## src/sv/u8d_pkg.sv

```systemverilog
// ----------------------------------------------------------------------------
// u8d_pkg: shared types and tables of the UTF-8 stream decoder
// Byte classes, automaton transitions and the structs that pass between the
// per-byte step logic and the top level.
// ----------------------------------------------------------------------------
package u8d_pkg;

  localparam int COUNT_WIDTH = 32;
  localparam int CP_WIDTH    = 21;
  localparam int U16_WIDTH   = 16;
  localparam int TOT_WIDTH   = 32;

  typedef logic [3:0] dfa_state_t;
  typedef logic [3:0] byte_class_t;

  // Automaton states. The numbering is fixed by the transition table.
  localparam dfa_state_t ST_ACCEPT = 4'd0;
  localparam dfa_state_t ST_REJECT = 4'd1;
  localparam dfa_state_t ST_TAIL1  = 4'd2;  // one continuation byte left
  localparam dfa_state_t ST_TAIL2  = 4'd3;  // two continuation bytes left
  localparam dfa_state_t ST_E0     = 4'd4;  // after E0, needs A0..BF
  localparam dfa_state_t ST_ED     = 4'd5;  // after ED, needs 80..9F
  localparam dfa_state_t ST_F0     = 4'd6;  // after F0, needs 90..BF
  localparam dfa_state_t ST_F1F3   = 4'd7;  // after F1..F3
  localparam dfa_state_t ST_F4     = 4'd8;  // after F4, needs 80..8F

  // Byte classes.
  localparam byte_class_t CL_ASCII  = 4'd0;
  localparam byte_class_t CL_C80    = 4'd1;   // continuation 80..8F
  localparam byte_class_t CL_LEAD2  = 4'd2;
  localparam byte_class_t CL_LEAD3  = 4'd3;
  localparam byte_class_t CL_ED     = 4'd4;
  localparam byte_class_t CL_F4     = 4'd5;
  localparam byte_class_t CL_F1F3   = 4'd6;
  localparam byte_class_t CL_CA0    = 4'd7;   // continuation A0..BF
  localparam byte_class_t CL_BAD    = 4'd8;
  localparam byte_class_t CL_C90    = 4'd9;   // continuation 90..9F
  localparam byte_class_t CL_E0     = 4'd10;
  localparam byte_class_t CL_F0     = 4'd11;

  typedef logic [COUNT_WIDTH-1:0] count_t;

  typedef struct packed {
    dfa_state_t          dfa_state;
    logic [CP_WIDTH-1:0] partial;
    count_t              valid_cnt;
    count_t              error_cnt;
  } dec_state_t;

  typedef struct packed {
    logic                 codepoint_done;
    logic [CP_WIDTH-1:0]  codepoint;
    logic                 utf16_valid;
    logic [U16_WIDTH-1:0] utf16_word;
    logic                 reject;
    logic [TOT_WIDTH-1:0] valid_total;
    logic [TOT_WIDTH-1:0] error_total;
    logic                 end_of_string;
  } dec_result_t;

  function automatic byte_class_t byte_class(input logic [7:0] b);
    byte_class_t c;
    case (b) inside
      [8'h00:8'h7F]: c = CL_ASCII;
      [8'h80:8'h8F]: c = CL_C80;
      [8'h90:8'h9F]: c = CL_C90;
      [8'hA0:8'hBF]: c = CL_CA0;
      [8'hC2:8'hDF]: c = CL_LEAD2;
      8'hE0:         c = CL_E0;
      8'hED:         c = CL_ED;
      [8'hE1:8'hEF]: c = CL_LEAD3;
      8'hF0:         c = CL_F0;
      [8'hF1:8'hF3]: c = CL_F1F3;
      8'hF4:         c = CL_F4;
      default:       c = CL_BAD;
    endcase
    return c;
  endfunction

  function automatic dfa_state_t next_state(input dfa_state_t s, input byte_class_t c);
    dfa_state_t n;
    n = ST_REJECT;
    case (s)
      ST_ACCEPT: begin
        case (c)
          CL_ASCII: n = ST_ACCEPT;
          CL_LEAD2: n = ST_TAIL1;
          CL_LEAD3: n = ST_TAIL2;
          CL_ED:    n = ST_ED;
          CL_F4:    n = ST_F4;
          CL_F1F3:  n = ST_F1F3;
          CL_E0:    n = ST_E0;
          CL_F0:    n = ST_F0;
          default:  n = ST_REJECT;
        endcase
      end
      ST_TAIL1: if (c inside {CL_C80, CL_C90, CL_CA0}) n = ST_ACCEPT;
      ST_TAIL2: if (c inside {CL_C80, CL_C90, CL_CA0}) n = ST_TAIL1;
      ST_E0:    if (c == CL_CA0) n = ST_TAIL1;
      ST_ED:    if (c inside {CL_C80, CL_C90}) n = ST_TAIL1;
      ST_F0:    if (c inside {CL_C90, CL_CA0}) n = ST_TAIL2;
      ST_F1F3:  if (c inside {CL_C80, CL_C90, CL_CA0}) n = ST_TAIL2;
      ST_F4:    if (c == CL_C80) n = ST_TAIL2;
      default:  n = ST_REJECT;
    endcase
    return n;
  endfunction

endpackage

```

## src/sv/utf8_stream_decoder.sv

```systemverilog
// ----------------------------------------------------------------------------
// utf8_stream_decoder: validating byte-serial UTF-8 decoder
// Decodes one byte per transfer into code points, UTF-16 units and counts.
// ----------------------------------------------------------------------------
// Usage:
//   Input channel in_valid/in_ready carries one byte (in_byte_in) and a flag
//   marking the final byte of a string (in_last_byte). Every byte produces
//   exactly one result transfer on out_valid/out_ready: a completed code
//   point with its UTF-16 unit for basic-plane values, a reject, or neither,
//   each with the saturating running counts of valid code points and errors.
//   An accepted byte's result is registered and on the output in the cycle
//   after. Throughput is one byte per cycle while the receiver is ready; the
//   decoder state and the result register update in the cycle of the input
//   transfer, set by the class lookup, transition and shift in one stage.
//   When the receiver stalls, the result register holds and in_ready drops
//   until the result is taken; a byte is accepted in the same cycle that
//   the waiting result leaves. After the result of a last byte, the
//   automaton, partial code point and counters return to zero.
//   Reset (rst_n low at a clock edge) empties the output and clears state.
// ----------------------------------------------------------------------------
module utf8_stream_decoder (
  input  logic        clk,
  input  logic        rst_n,
  input  logic        in_valid,
  output logic        in_ready,
  input  logic [7:0]  in_byte_in,
  input  logic        in_last_byte,
  output logic        out_valid,
  input  logic        out_ready,
  output logic        out_codepoint_done,
  output logic [20:0] out_codepoint,
  output logic        out_utf16_valid,
  output logic [15:0] out_utf16_word,
  output logic        out_reject,
  output logic [31:0] out_valid_total,
  output logic [31:0] out_error_total,
  output logic        out_end_of_string
);

  u8d_pkg::dec_state_t  state_r;
  u8d_pkg::dec_state_t  state_nxt;
  u8d_pkg::dec_result_t res_r;
  u8d_pkg::dec_result_t res_nxt;
  logic                 out_valid_r;
  logic                 in_xfer;

  assign in_ready = !out_valid_r || out_ready;
  assign in_xfer  = in_valid && in_ready;

  u8d_step u_step (
    .byte_in   (in_byte_in),
    .last_byte (in_last_byte),
    .cur       (state_r),
    .nxt       (state_nxt),
    .res       (res_nxt)
  );

  always_ff @(posedge clk) begin
    if (!rst_n) begin
      state_r     <= '0;
      out_valid_r <= 1'b0;
    end else begin
      if (in_xfer) begin
        state_r     <= state_nxt;
        out_valid_r <= 1'b1;
      end else if (out_ready) begin
        out_valid_r <= 1'b0;
      end
    end
  end

  always_ff @(posedge clk) begin
    if (in_xfer) begin
      res_r <= res_nxt;
    end
  end

  assign out_valid          = out_valid_r;
  assign out_codepoint_done = res_r.codepoint_done;
  assign out_codepoint      = res_r.codepoint;
  assign out_utf16_valid    = res_r.utf16_valid;
  assign out_utf16_word     = res_r.utf16_word;
  assign out_reject         = res_r.reject;
  assign out_valid_total    = res_r.valid_total;
  assign out_error_total    = res_r.error_total;
  assign out_end_of_string  = res_r.end_of_string;

  // A byte cannot both complete a code point and reject.
  a_done_excl_reject: assert property (@(posedge clk) disable iff (!rst_n)
    out_valid |-> !(out_codepoint_done && out_reject))
    else $error("code point completed and rejected by the same byte");

  // A UTF-16 unit is only reported with a completed code point.
  a_utf16_needs_done: assert property (@(posedge clk) disable iff (!rst_n)
    out_valid && out_utf16_valid |-> out_codepoint_done)
    else $error("UTF-16 unit without a completed code point");

  // The transfer of a last byte leaves the decoder fully cleared.
  a_clear_after_last: assert property (@(posedge clk) disable iff (!rst_n)
    in_xfer && in_last_byte |=> (state_r == '0))
    else $error("state not cleared after the last byte of a string");

endmodule

```

## src/sv/u8d_step.sv

```systemverilog
// ----------------------------------------------------------------------------
// u8d_step: per-byte decode logic
// Classifies one byte, advances the automaton, builds the code point and
// the running counts, and forms the result of that byte.
// ----------------------------------------------------------------------------
module u8d_step (
  input  logic [7:0]           byte_in,
  input  logic                 last_byte,
  input  u8d_pkg::dec_state_t  cur,
  output u8d_pkg::dec_state_t  nxt,
  output u8d_pkg::dec_result_t res
);

  u8d_pkg::byte_class_t          cls;
  u8d_pkg::dfa_state_t           st_step;
  logic [u8d_pkg::CP_WIDTH-1:0]  partial;
  logic [7:0]                    lead_mask;
  u8d_pkg::count_t               valid_cnt;
  u8d_pkg::count_t               error_cnt;
  logic                          done;
  logic                          rej;

  always_comb begin
    cls       = u8d_pkg::byte_class(byte_in);
    st_step   = u8d_pkg::next_state(cur.dfa_state, cls);
    lead_mask = 8'hFF >> cls;

    // A lead byte keeps only its payload bits; later bytes add six bits each.
    if (cur.dfa_state != u8d_pkg::ST_ACCEPT) begin
      partial = {cur.partial[u8d_pkg::CP_WIDTH-7:0], byte_in[5:0]};
    end else begin
      partial = {{(u8d_pkg::CP_WIDTH-8){1'b0}}, lead_mask & byte_in};
    end

    done = (st_step == u8d_pkg::ST_ACCEPT);
    rej  = (st_step == u8d_pkg::ST_REJECT);

    valid_cnt = cur.valid_cnt;
    error_cnt = cur.error_cnt;
    if (done && (cur.valid_cnt != '1)) valid_cnt = cur.valid_cnt + 1'b1;
    if (rej && (cur.error_cnt != '1))  error_cnt = cur.error_cnt + 1'b1;

    res.codepoint_done = done;
    res.codepoint      = done ? partial : '0;
    res.utf16_valid    = done && (partial[u8d_pkg::CP_WIDTH-1:u8d_pkg::U16_WIDTH] == '0);
    res.utf16_word     = res.utf16_valid ? partial[u8d_pkg::U16_WIDTH-1:0] : '0;
    res.reject         = rej;
    res.valid_total    = u8d_pkg::TOT_WIDTH'(valid_cnt);
    res.error_total    = u8d_pkg::TOT_WIDTH'(error_cnt);
    res.end_of_string  = last_byte;

    // A rejected sequence resyncs at accept; the end of a string clears all.
    if (last_byte) begin
      nxt = '0;
    end else begin
      nxt.dfa_state = rej ? u8d_pkg::ST_ACCEPT : st_step;
      nxt.partial   = partial;
      nxt.valid_cnt = valid_cnt;
      nxt.error_cnt = error_cnt;
    end
  end

endmodule
```

## config.mk

```make
export PLATFORM = sky130hd
export DESIGN_NAME = utf8_stream_decoder
export DESIGN_NICKNAME = d
export VERILOG_FILES = /design/src/sv/u8d_pkg.sv /design/src/sv/utf8_stream_decoder.sv /design/src/sv/u8d_step.sv
export SDC_FILE = /design/constraint.sdc
export NUM_CORES = 1
export LEC_CHECK = 0
export BUFFER_PORTS_ARGS = -buffer_cell sky130_fd_sc_hd__buf_2
export CAP_MARGIN = 20
export CORE_ASPECT_RATIO = 1.4
export CORE_MARGIN = 4
export CORE_UTILIZATION = 64
export CTS_BUF_LIST = sky130_fd_sc_hd__clkbuf_2
export DETAILED_ROUTE_END_ITERATION = 10
export PLACE_DENSITY = 0.86
export SLEW_MARGIN = 10
export SYNTH_ARGS = -nofsm -noshare
export SYNTH_HDL_FRONTEND = slang
export SYNTH_SLANG_ARGS = --single-unit
```

## constraint.sdc

```tcl
create_clock -name clk -period 11.6 [get_ports clk]
set_clock_uncertainty 0.15 [all_clocks]
set_input_delay 1.16 -clock clk [delete_from_list [all_inputs] [get_ports clk]]
set_output_delay 1.16 -clock clk [all_outputs]
set_load 0.005 [all_outputs]
```

Yosys cells after proc, flatten, opt, wreduce, memory -nomap -nowiden
Memories as Yosys holds them, arrays and structs flattened.
Cells that the tools add are included.
W data, S select, Z words.
Word-level totals
  bits in writable memories: 0
  bits in read-only memories: 64
  input port bits: 13
  output and inout port bits: 107
  memories kept: 1
  bits in latches: 0
  register bits: 189
Operators by class
  mux-type cells: 26
  reduce and logical (&&, ||, !) cells: 21
  divide/modulo/power cells: 0
  equality and inequality tests: 17
  multipliers: 0
  add/subtract/negate cells: 2
  shifts and indexed selects: 1
  order comparisons: 14
  bitwise operators: 1
Memories
  (no name shown): words 16, bits a word 4, rd ports 1, clocked after memory_dff 0, write ports 0, RTL line u8d_pkg.sv:85  | case (c)
Operators by type and width (number)
  $mux W89: 1
  $add A32 B1 Y32 const B: 2
  $mux W32: 2
  $ne A32 B32 Y1 const B: 2
  $ge A8 B8 Y1 const B: 6
  $le A8 B8 Y1 const B: 6
  $mux W4: 12
  $eq A8 B8 Y1 const B: 4
  $pmux W4 S8: 1
  $mux W21: 1
  $eq A4 B3 Y1 const B: 5
  $mux W2: 6
  $logic_and A1 B1 Y1: 11
  $and A8 B8 Y8: 1
  $eq A4 B1 Y1 const B: 2
  $eq A4 B2 Y1 const B: 2
  $eq A4 B4 Y1 const B: 2
  $ge A8 B1 Y1 const B: 1
  $le A8 B7 Y1 const B: 1
  $logic_not A4 Y1: 2
  $shr A8 B4 Y8 const A: 1
  $reduce_bool A2 Y1: 3
  $logic_not A5 Y1: 1
  $reduce_bool A4 Y1: 1
  other kinds (4): 6

Longest topological paths before layout
Gate-level depths: netlist (run 1).
  word-level depth: 20
  mapped depth: 14
  depth with buffers taken out: 10

Hierarchy
Synthesis (run 1) repeated with hierarchy kept, for this count alone.
Unflattened totals
  cell total of the unflattened synthesis: 1033
  area total of the unflattened synthesis: 10199.8 sq um
Modules (own cells, without submodules)
  utf8_stream_decoder: area each 6837.8 sq um, seq. area each 4954.8 sq um, cells an instance 496, instances 1
  u8d_step: area each 3362.0 sq um, seq. area each 0.0 sq um, cells an instance 537, instances 1

Worst setup path before layout (run 1)
OpenSTA, ideal clock, no wires.
  path kind: input -> register
  from: in out_ready
  to: reg state_r[30] in the netlist's numbering
  path slack: 6.318 ns
  cell stages on the path: 9
  arrival time: 5.061 ns
  path through: nand2b_1 > nand2_1 > inv_1 > nand2_1 > nor2_1 > clkbuf_1 > clkbuf_1 > o21ai_0 > a2bb2oi_1
Between the ends
  word-level cells in the longest chain between the ends: 2
Ends and longest elaborated chain
  start, declared: RTL line utf8_stream_decoder.sv:29  | input logic out_ready,
  $logic_or A1 B1 Y1: RTL line utf8_stream_decoder.sv:47  | assign in_ready = !out_valid_r || out_ready;
  $logic_and A1 B1 Y1: RTL line utf8_stream_decoder.sv:48  | assign in_xfer = in_valid && in_ready;
  named net in_xfer: RTL line utf8_stream_decoder.sv:45  | logic in_xfer;
  end signal, assigned: RTL line utf8_stream_decoder.sv:64  | state_r <= state_nxt;
  end, declared: RTL line utf8_stream_decoder.sv:40  | u8d_pkg::dec_state_t state_r;
The timed path passes the listed nets, and every way through them passes these cells.
A chain may end at the register's enable or synchronous reset.

Worst setup path in the final report (run 1)
  from: in in_byte_in[1]
  to: reg state_r[35] in the netlist's numbering
Between the ends
  word-level cells in the longest chain between the ends: 20
Ends and longest elaborated chain
  start, declared: RTL line utf8_stream_decoder.sv:26  | input logic [7:0] in_byte_in,
  $ge A8 B8 Y1 (not written as such) (tied with other cells): RTL line u8d_step.sv:24  | cls = u8d_pkg::byte_class(byte_in);
  $logic_and A1 B1 Y1 (not written as such) or $mux W4 (tied branches): RTL line u8d_step.sv:24, u8d_pkg.sv:63
  $mux W4 (9 in a row): RTL line u8d_pkg.sv:63  | case (b) inside
  $mux W4 (*): RTL line u8d_pkg.sv:63
  parallel branches: the longest is 3 deep, another holds $mem_v2 Z16 W4
  $pmux W4 S8 (*): RTL line u8d_pkg.sv:83  | case (s)
  $logic_not A4 Y1 (*): RTL line u8d_step.sv:35  | done = (st_step == u8d_pkg::ST_ACCEPT);
  $logic_and A1 B1 Y1 (*): RTL line u8d_step.sv:40  | if (done && (cur.valid_cnt != '1)) valid_cnt = cur.valid_cnt + 1'b1;
  $mux W32 (*): RTL line u8d_step.sv:40
  $mux W89 (*): RTL line u8d_step.sv:53  | if (last_byte) begin
Mark *: on every way between the ends.

==> results of run 1 <==
==> metrics by stage <==
| stage | setup slack (ns) | std cells | hold slack [ns] | cell area (um^2) |
|---|---|---|---|---|
| floorplan | 6.32 | 910 | 0.299 | 8980 |
| global placement | 6.22 | 1161 | 0.318 | 9630 |
| detailed placement | 6.09 | 1161 | 0.331 | 9630 |
| CTS | 6.92 | 1193 | 0.359 | 9890 |
| global route | 6.63 | 1195 | 0.401 | 9900 |
| finish | 6.83 | 1195 | 0.363 | 9900 |
==> synth_stat cells (2+ instances only) <==
cell type	number	area, um^2
or3_1	16	100
nor2_1	95	357
a32oi_1	2	17.5
xor2_1	21	184
o21a_1	5	37.5
dfxtp_1	84	1680
a41oi_1	4	35.0
o211ai_1	19	143
a31oi_1	38	238
nor3_1	14	70.1
and3_1	30	188
inv_2	2	7.51
or4_1	26	195
clkbuf_1	51	191
nand4_1	24	150
buf_6	2	22.5
buf_2	6	30.0
nor2b_1	3	18.8
or2_2	3	18.8
o21ai_0	43	215
nand3b_1	3	22.5
o31a_1	4	35.0
and4_1	6	52.6
xnor2_1	41	359
o41ai_1	4	35.0
a211oi_1	2	15.0
a21o_1	2	15.0
ha_1	2	25.0
nor4_1	9	56.3
a21oi_1	36	180
nand2b_1	2	12.5
edfxtp_1	105	3150
inv_1	19	71.3
a32o_1	2	20.0
o31ai_1	5	37.5
o211a_1	2	20.0
a22oi_1	10	75.1
and2_1	18	113
a22o_1	3	26.3
nand2_1	80	300
nand3_1	41	205
==> sequential cells by signal, summed over array words and instances (netlist names), 16 cells and up <==
| signal | cells |
|---|---|
| out_valid_total | 32 |
| out_utf16_word | 16 |
| out_codepoint | 21 |
| out_error_total | 32 |
| state_r | 83 |
==> per-layer routing <==
metal  wire, um  up-vias
met5          0        -
met4        624        0
li1           -     3554
met3       1250       52
met2      10700      315
met1       8160     3555
==> power breakdown <==
group          total (mW)  switching (mW)  internal [mW]
clock               0.343           0.252         0.0902
combinational       0.119          0.0851         0.0343
sequential          0.740         0.00753          0.732
total                1.20           0.345          0.857
==> cell type report <==
cell class / count / area [um^2]
diodes: 1 / 2.50
repair buffers: 127 / 661
multi-input cells: 639 / 3830
inverters: 22 / 85.1
clock buffers: 17 / 85.1
clock inverters: 15 / 174
fillers: 1055 / 3950
well taps: 185 / 231
flip-flops and latches: 189 / 4830
==> worst min path at each step <==
stage / from / to / depth (start not counted)
finish: state_r[59] / state_r[59] / 1
global route: state_r[59] / state_r[59] / 1
CTS: state_r[59] / state_r[59] / 1
detailed placement: state_r[64] / state_r[64] / 2
global placement: state_r[59] / state_r[59] / 1
floorplan: state_r[59] / state_r[59] / 1
==> worst reg2reg max path: stages, from the launching register on <==
cell and delay [ns]:
dfxtp_1 0.51, ha_1 0.24, and4_1 0.24, nand2_1 0.16, nor2_1 0.52, nand3_1 0.77, inv_1 0.44, or3_1 0.53
nor2_1 0.13, xor2_1 0.17
==> cell usage in the layout, fill, tap and decap left out, drive strengths merged, types with 6 or more instances in the layout <==
cell	synthesis	routed
nand4	24	24
nor4	9	9
xor2	21	21
nor3	14	14
or4	27	27
clkbuf	51	17
nor2	95	95
or3	16	16
and4	6	6
inv	21	28
o21ai	43	43
edfxtp	105	105
buf	9	126
and3	30	30
a31oi	39	39
xnor2	41	41
o211ai	19	19
nand2	80	80
nand3	42	42
dfxtp	84	84
a22oi	10	10
a21oi	37	37
and2	18	18
==> cell families (layout without fill, tap and decap cells) <==
family	after synthesis	count (layout)
buf+inv	82	181
compound gates	197	197
simple gates	377	377
other cells	0	1
xor+xnor	62	62
flops	189	189
fa+ha+maj	2	2
mux	1	1
==> out/metrics.csv, run 1 <==
stage,metric,value,unit
outcome,status,completed,
setup_path,startpoint types,input port,
yosys,top_reg_cell synth,edfxtp_1,
yosys,syn avg cell area,9.87,um^2
die,Die Area,0.0160,mm^2
power_and_ir_drop,total power,1.20,mW
timing,RSZ-0062 raised after global routing,false,
clock_network,hold buffers post-CTS,0,
yosys,asr flop ratio synth,0,%
yosys,post-synthesis mux area share,0.111,%
setup_path,reg2reg end,out_valid_total[25],
placed_design,dpl hpwl,13.6,mm
global_route,vias in the first global route,6897,
global_route,routing usage on met3,3.91,%
finish,fin util,71.5,%
finish,layout cells sized above 1,17.0,%
worst_hold_path,Min-Delay Path Class,reg -> reg,
clock_network,CTS Sinks,189,
yosys,"Cell Area, Synth",0.00898,mm^2
finish,count of nets after finishing,1011,
global_route,met2 usage,44.3,%
yosys,adder-cell share of the synthesized area,0.279,%
yosys,largest family of logic cells by synthesized area,simple AND/OR/NAND/NOR gates,
clock_network,Post-CTS Setup Inserts,0,
setup_path,critical path buffer and inverter count,2,
yosys,Compound-Gate Fraction of Synth Area,14.6,%
finish,Layout area overhead,10.2,%
yosys,post-synthesis simple-gate area fraction,21.5,%
power_and_ir_drop,worst vdd ir,0.0000754,V
yosys,post-synthesis xor/xnor area fraction,6.04,%
global_route,met1 Use GR,31.6,%
detailed_routing,WL per Instance,17.3,um
yosys,"EDFF count, synth",105,
detailed_routing,Iter 0 DRT Violations,776,
timing,setup TNS,0,ns
die,# IOs,120,
global_route,largest net degree at the start of global routing,72,
placed_design,Routability Congestion,0.915,
power_and_ir_drop,Leakage,3.69,nW
yosys,Synth Warn #,0,
clock_network,CTS resizes,0,
die,chip height,148,um
die,Core Box Area,0.0138,mm^2
clock_network,CTS max path bufs,2,
clock_network,H-tree Lvls,4,
setup_path,CP cell instances,buf_2 > nor4_1 > o221ai_1 > a31oi_2 > mux2i_1 > a31o_1 > or4_1 > inv_2 > nand2_1 > or4_1 > a21oi_1,
die,Starting Density,64.9,%
clock_network,"Reg clk slew, reported paths",0.28,ns
yosys,post-synthesis sequential area ratio,53.8,%
setup_path,"delay-heaviest family, CP",simple AND/OR/NAND/NOR gates,
global_route,first-pass GRT wire length,33.0,mm
setup_path,Setup crit end kind,flop,
clock_network,Root Driver,clkbuf_2,
timing,Slew HR,27.7,%
yosys,Yosys cell types,67,
placed_design,IO buf count,119,
die,row cnt,51,
setup_path,CP Max Fanout,40,
detailed_routing,vias,7476,
global_route,busiest metal layer after global routing,met2,
setup_path,slowest cell on the critical path,or4_1,
yosys,Syn Inst Count,910,
yosys,post-synthesis register bit count,189,
setup_path,WS Path Type,in -> reg,
flow_run,Max-Cap Viols,0,
timing,Max Slew Vio Count,0,
setup_path,CP startpoint,in_byte_in[1],
detailed_routing,drt pass-1 iters,7,
detailed_routing,drt via density,6.26,
global_route,initial antenna violation count,1,
power_and_ir_drop,power per standard cell area,121,mW/mm^2
setup_path,CP peak stage delay,0.85,ns
yosys,Synthesized Nets,925,
detailed_routing,Post-route DRC,0,
timing,Worst Max-Slew Pin Slew,1.08,ns
global_route,total gr overflow,0,
clock_network,CTS tree,built,
clock_network,latest clock arrival within the worst-skew pair,0.78,ns
timing,endpoints failing hold,0,
die,Die Wd,108,um
timing,final setup vio count,0,
setup_path,Critical Path RT,12.15,ns
setup_path,Reg2Reg Setup Slack,7.56,ns
setup_path,end of the critical path,state_r[35],
detailed_routing,Routed WL,20.7,mm
clock_network,Num CTS Buffers,17,
setup_path,R2R depth,9,
setup_path,crit path DAT,5.32,ns
setup_path,most frequent cell on the critical path,or4_1,
setup_path,FF-to-FF Start,state_r[32],
timing,min Tclk post-route,4.77,ns
timing,f_max,210,MHz
detailed_routing,Antenna Nets Post-Route,0,
global_route,GR Util All Layers,25.9,%
setup_path,Stages on worst setup path,11,
timing,ratio of final minimum period to clock period,41.1,%
Note: power is estimated with default switching activity, not from simulation.
==> run 2, diff against run 1 <==
ABC_AREA = 1   (was unset)
CORE_UTILIZATION = 61   (was 64)
PLACE_DENSITY = 0.82   (was 0.86)
clock period = 4.4 ns   (was 11.6 ns; I/O delays follow)
==> run 2 against run 1 <==
Core utilization fell by 3.6 points. Sequential power increased to 2.6 times the previous value. Global-route usage grew 2.3 points. Routed wire length is 24% higher.
==> out/metrics.csv, run 2 <==
stage,metric,value,unit,change
detailed_routing,vias,8992,,"was 7,476"
setup_path,Setup crit end kind,flop,,unchanged
setup_path,CP Max Fanout,31,,was 40
die,Die Wd,116,um,was 108 um
setup_path,CP cell instances,nor2_1 > inv_1 > nor2_4 > inv_1 > a21oi_2 > nand3_2 > nand2_2 > nor2_8 > nand4_2 > buf_4 > nand2_1 > nand2_1 > nand2_1 > a21oi_1,,was buf_2 > nor4_1 > o221ai_1 > a31oi_2 > mux2i_1 > a31o_1 > or4_1 > inv_2 > nand2_1 > or4_1 > a21oi_1
yosys,Syn Inst Count,1277,,was 910
power_and_ir_drop,worst vdd ir,0.000252,V,was 0.0000754 V
clock_network,Num CTS Buffers,17,,unchanged
placed_design,dpl hpwl,18.0,mm,was 13.6 mm
yosys,"EDFF count, synth",105,,unchanged
yosys,Yosys cell types,42,,was 67
worst_hold_path,Min-Delay Path Class,in -> reg,,was reg -> reg
detailed_routing,drt via density,5.67,,was 6.26
outcome,status,completed,,unchanged
timing,final worst-path setup slack,1.03,ns,was 6.83 ns
placed_design,IO buf count,119,,unchanged
yosys,leading cell types by total area after synthesis,"edfxtp_1 (32%), dfxtp_1 (17%), nand2_1 (16%)",,"was edfxtp_1 (35%), dfxtp_1 (19%), xnor2_1 (4.0%)"
yosys,Synthesized Nets,1292,,was 925
global_route,GR Util All Layers,28.3,%,was 25.9%
timing,RSZ-0062 raised after global routing,false,,unchanged
timing,WHS,0.0622,ns,was 0.363 ns
yosys,top_reg_cell synth,edfxtp_1,,unchanged
timing,Max Slew Vio Count,0,,unchanged
yosys,Yosys top cell area share,31.7,%,was 35.1%
placed_design,pre-CTS setup slack,0.974,ns,was 6.09 ns
timing,final setup vio count,0,,unchanged
die,Core Box Area,0.0161,mm^2,was 0.0138 mm^2
detailed_routing,Post-route DRC,0,,unchanged
yosys,"top cells by count, synth","nand2_1 (412), inv_1 (123), nor2_1 (120)",,"was edfxtp_1 (105), nor2_1 (95), dfxtp_1 (84)"
finish,Layout area overhead,9.80,%,was 10.2%
die,Die Area,0.0185,mm^2,was 0.0160 mm^2
yosys,"Cell Area, Synth",0.00996,mm^2,was 0.00898 mm^2
timing,ratio of final minimum period to clock period,76.7,%,
setup_path,most frequent cell on the critical path,nand2_1,,was or4_1
detailed_routing,Antenna Nets Post-Route,0,,unchanged
global_route,largest net degree at the start of global routing,85,,was 72
die,# IOs,120,,unchanged
flow_run,Max-Cap Viols,0,,unchanged
setup_path,slowest cell on the critical path,dfxtp_1,,was or4_1
setup_path,startpoint types,flop,,was input port
yosys,post-synthesis sequential area ratio,48.6,%,was 53.8%
detailed_routing,Iter 0 DRT Violations,761,,was 776
finish,count of nets after finishing,1388,,"was 1,011"
yosys,most common cell in the synthesized netlist,nand2_1,,was edfxtp_1
clock_network,Root Driver,clkbuf_2,,unchanged
finish,fin util,67.9,%,was 71.5%
timing,min Tclk post-route,3.37,ns,
finish,"commonest non-fill, non-tap cell in the layout",nand2_1,,was buf_2
clock_network,H-tree Lvls,4,,unchanged
setup_path,CP peak stage delay,0.51,ns,was 0.85 ns
placed_design,Post-DP Area,0.0106,mm^2,was 0.00963 mm^2
setup_path,WS Path Type,reg -> reg,,was in -> reg
die,chip height,159,um,was 148 um
yosys,asr flop ratio synth,0,%,unchanged
global_route,vias in the first global route,8835,,"was 6,897"
clock_network,"Reg clk slew, reported paths",0.26,ns,was 0.28 ns
power_and_ir_drop,power per standard cell area,298,mW/mm^2,was 121 mW/mm^2
detailed_routing,drt pass-1 iters,6,,was 7
finish,layout cells sized above 1,14.4,%,was 17.0%
detailed_routing,Routed WL,25.7,mm,was 20.7 mm
timing,Slew HR,35.4,%,was 27.7%
die,Starting Density,61.8,%,was 64.9%
finish,most frequent cells in the layout,"nand2_1 (411), inv_1 (121), nor2_1 (119), buf_2 (119), edfxtp_1 (105)",,"was buf_2 (119), edfxtp_1 (105), nor2_1 (95)"
finish,Largest register FFs,83,,unchanged
placed_design,Routability Congestion,0.952,,was 0.915
finish,most flop-heavy register,state_r,,unchanged
die,row cnt,55,,was 51
timing,Worst Max-Slew Pin Slew,0.969,ns,was 1.08 ns
timing,endpoints failing hold,0,,unchanged
global_route,initial antenna violation count,1,,unchanged
finish,fillers,1372,,"was 1,055"
yosys,"area leader, netlist",edfxtp_1,,unchanged
timing,f_max,296,MHz,
yosys,Synth Warn #,0,,unchanged
yosys,syn avg cell area,7.80,um^2,was 9.87 um^2
clock_network,Post-CTS Setup Inserts,0,,unchanged
clock_network,CTS tree,built,,unchanged
global_route,total gr overflow,0,,unchanged
setup_path,Critical Path RT,4.86,ns,was 12.15 ns
clock_network,latest clock arrival within the worst-skew pair,0.80,ns,was 0.78 ns
power_and_ir_drop,Leakage,4.58,nW,was 3.69 nW
detailed_routing,WL per Instance,16.2,um,was 17.3 um
finish,post-route cell area,0.0109,mm^2,was 0.00990 mm^2
yosys,post-synthesis register bit count,189,,unchanged
clock_network,CTS max path bufs,2,,unchanged
timing,setup TNS,0,ns,unchanged
setup_path,crit path DAT,3.83,ns,was 5.32 ns
global_route,first-pass GRT wire length,42.0,mm,was 33.0 mm
clock_network,CTS Sinks,189,,unchanged
-- run 2: cell types whose count changed in the layout (fill, tap and decap cells not counted), sizes merged, moves of 21 or more --
cell   before  now
or4        27    0
a31oi      39    0
o21ai      43    2
inv        28  135
nand2      80  420
xnor2      41   20
nor2       95  131
and3       30    2
nor3       14   38
nand4      24   83
a21oi      37   89
-- run 2: path summary, 6_finish.rpt --
check	slack (ns)	endpoint	start	depth (start not counted)
max	1.03	state_r[10]	state_r[85]	14
max reg2reg	1.03	state_r[10]	state_r[85]	14
min	0.06	state_r[70]	in_byte_in[6]	5
min reg2reg	0.33	state_r[68]	state_r[68]	2
-- run 2: power breakdown --
part	total (mW)	switching (mW)	internal, mW
clock network	0.834	0.651	0.183
registers	1.96	0.0224	1.94
logic	0.471	0.349	0.122
-- run 2: final cells by class --
| class | count | area (um^2) | area share [%] |
|---|---|---|---|
| Sequential cell | 189 | 4830 | 44.2 |
| Antenna cell | 2 | 5.00 | 0.0458 |
| Tap cell | 199 | 249 | 2.28 |
| Inverter | 130 | 492 | 4.50 |
| Timing Repair Buffer | 139 | 783 | 7.16 |
| Multi-Input combinational cell | 896 | 4340 | 39.7 |
| Clock buffer | 19 | 95.1 | 0.870 |
| Clock inverter | 13 | 131 | 1.20 |
-- run 2: what timing repair did --
item                      CTS  global route
hold buffers               10             0
hold endpoints to repair   41             0
resized for setup           0             0
-- run 2: layer usage --
layer	vias to the layer above	track usage, %	part of all wire [%]
li1	4388	-	-
met1	4209	31.6	37
met2	324	51.5	53
met3	71	4.33	5.3
met4	0	12.9	3.9
met5	-	0	0
-- run 2: logic make-up (layout without fill, tap and decap cells) --
logic type / count (synthesis) / in the layout / share of synthesized area, %
simple gates: 745 / 745 / 33.5
buf+inv: 192 / 301 / 7.97
flops: 189 / 189 / 48.6
compound gates: 96 / 96 / 5.11
xor+xnor: 53 / 53 / 4.66
fa+ha+maj: 2 / 2 / 0.251
other cells: 0 / 2 / 0
-- run 2: through the flow --
stage / std cells / power (mW)
6_report: 1587 / 3.26
5_1_grt: 1587 / 3.41
4_1_cts: 1585 / 3.28
3_5_place_dp: 1543 / 2.45
3_3_place_gp: 1543 / 2.44
2_1_floorplan: 1277 / 2.33
-- run 2: critical path: cells and delay by family (launching register included) --
family,cells,cell delay [ns]
compound gates,2,0.17
buf+inv,3,0.90
flops,1,0.51
simple gates,9,1.46
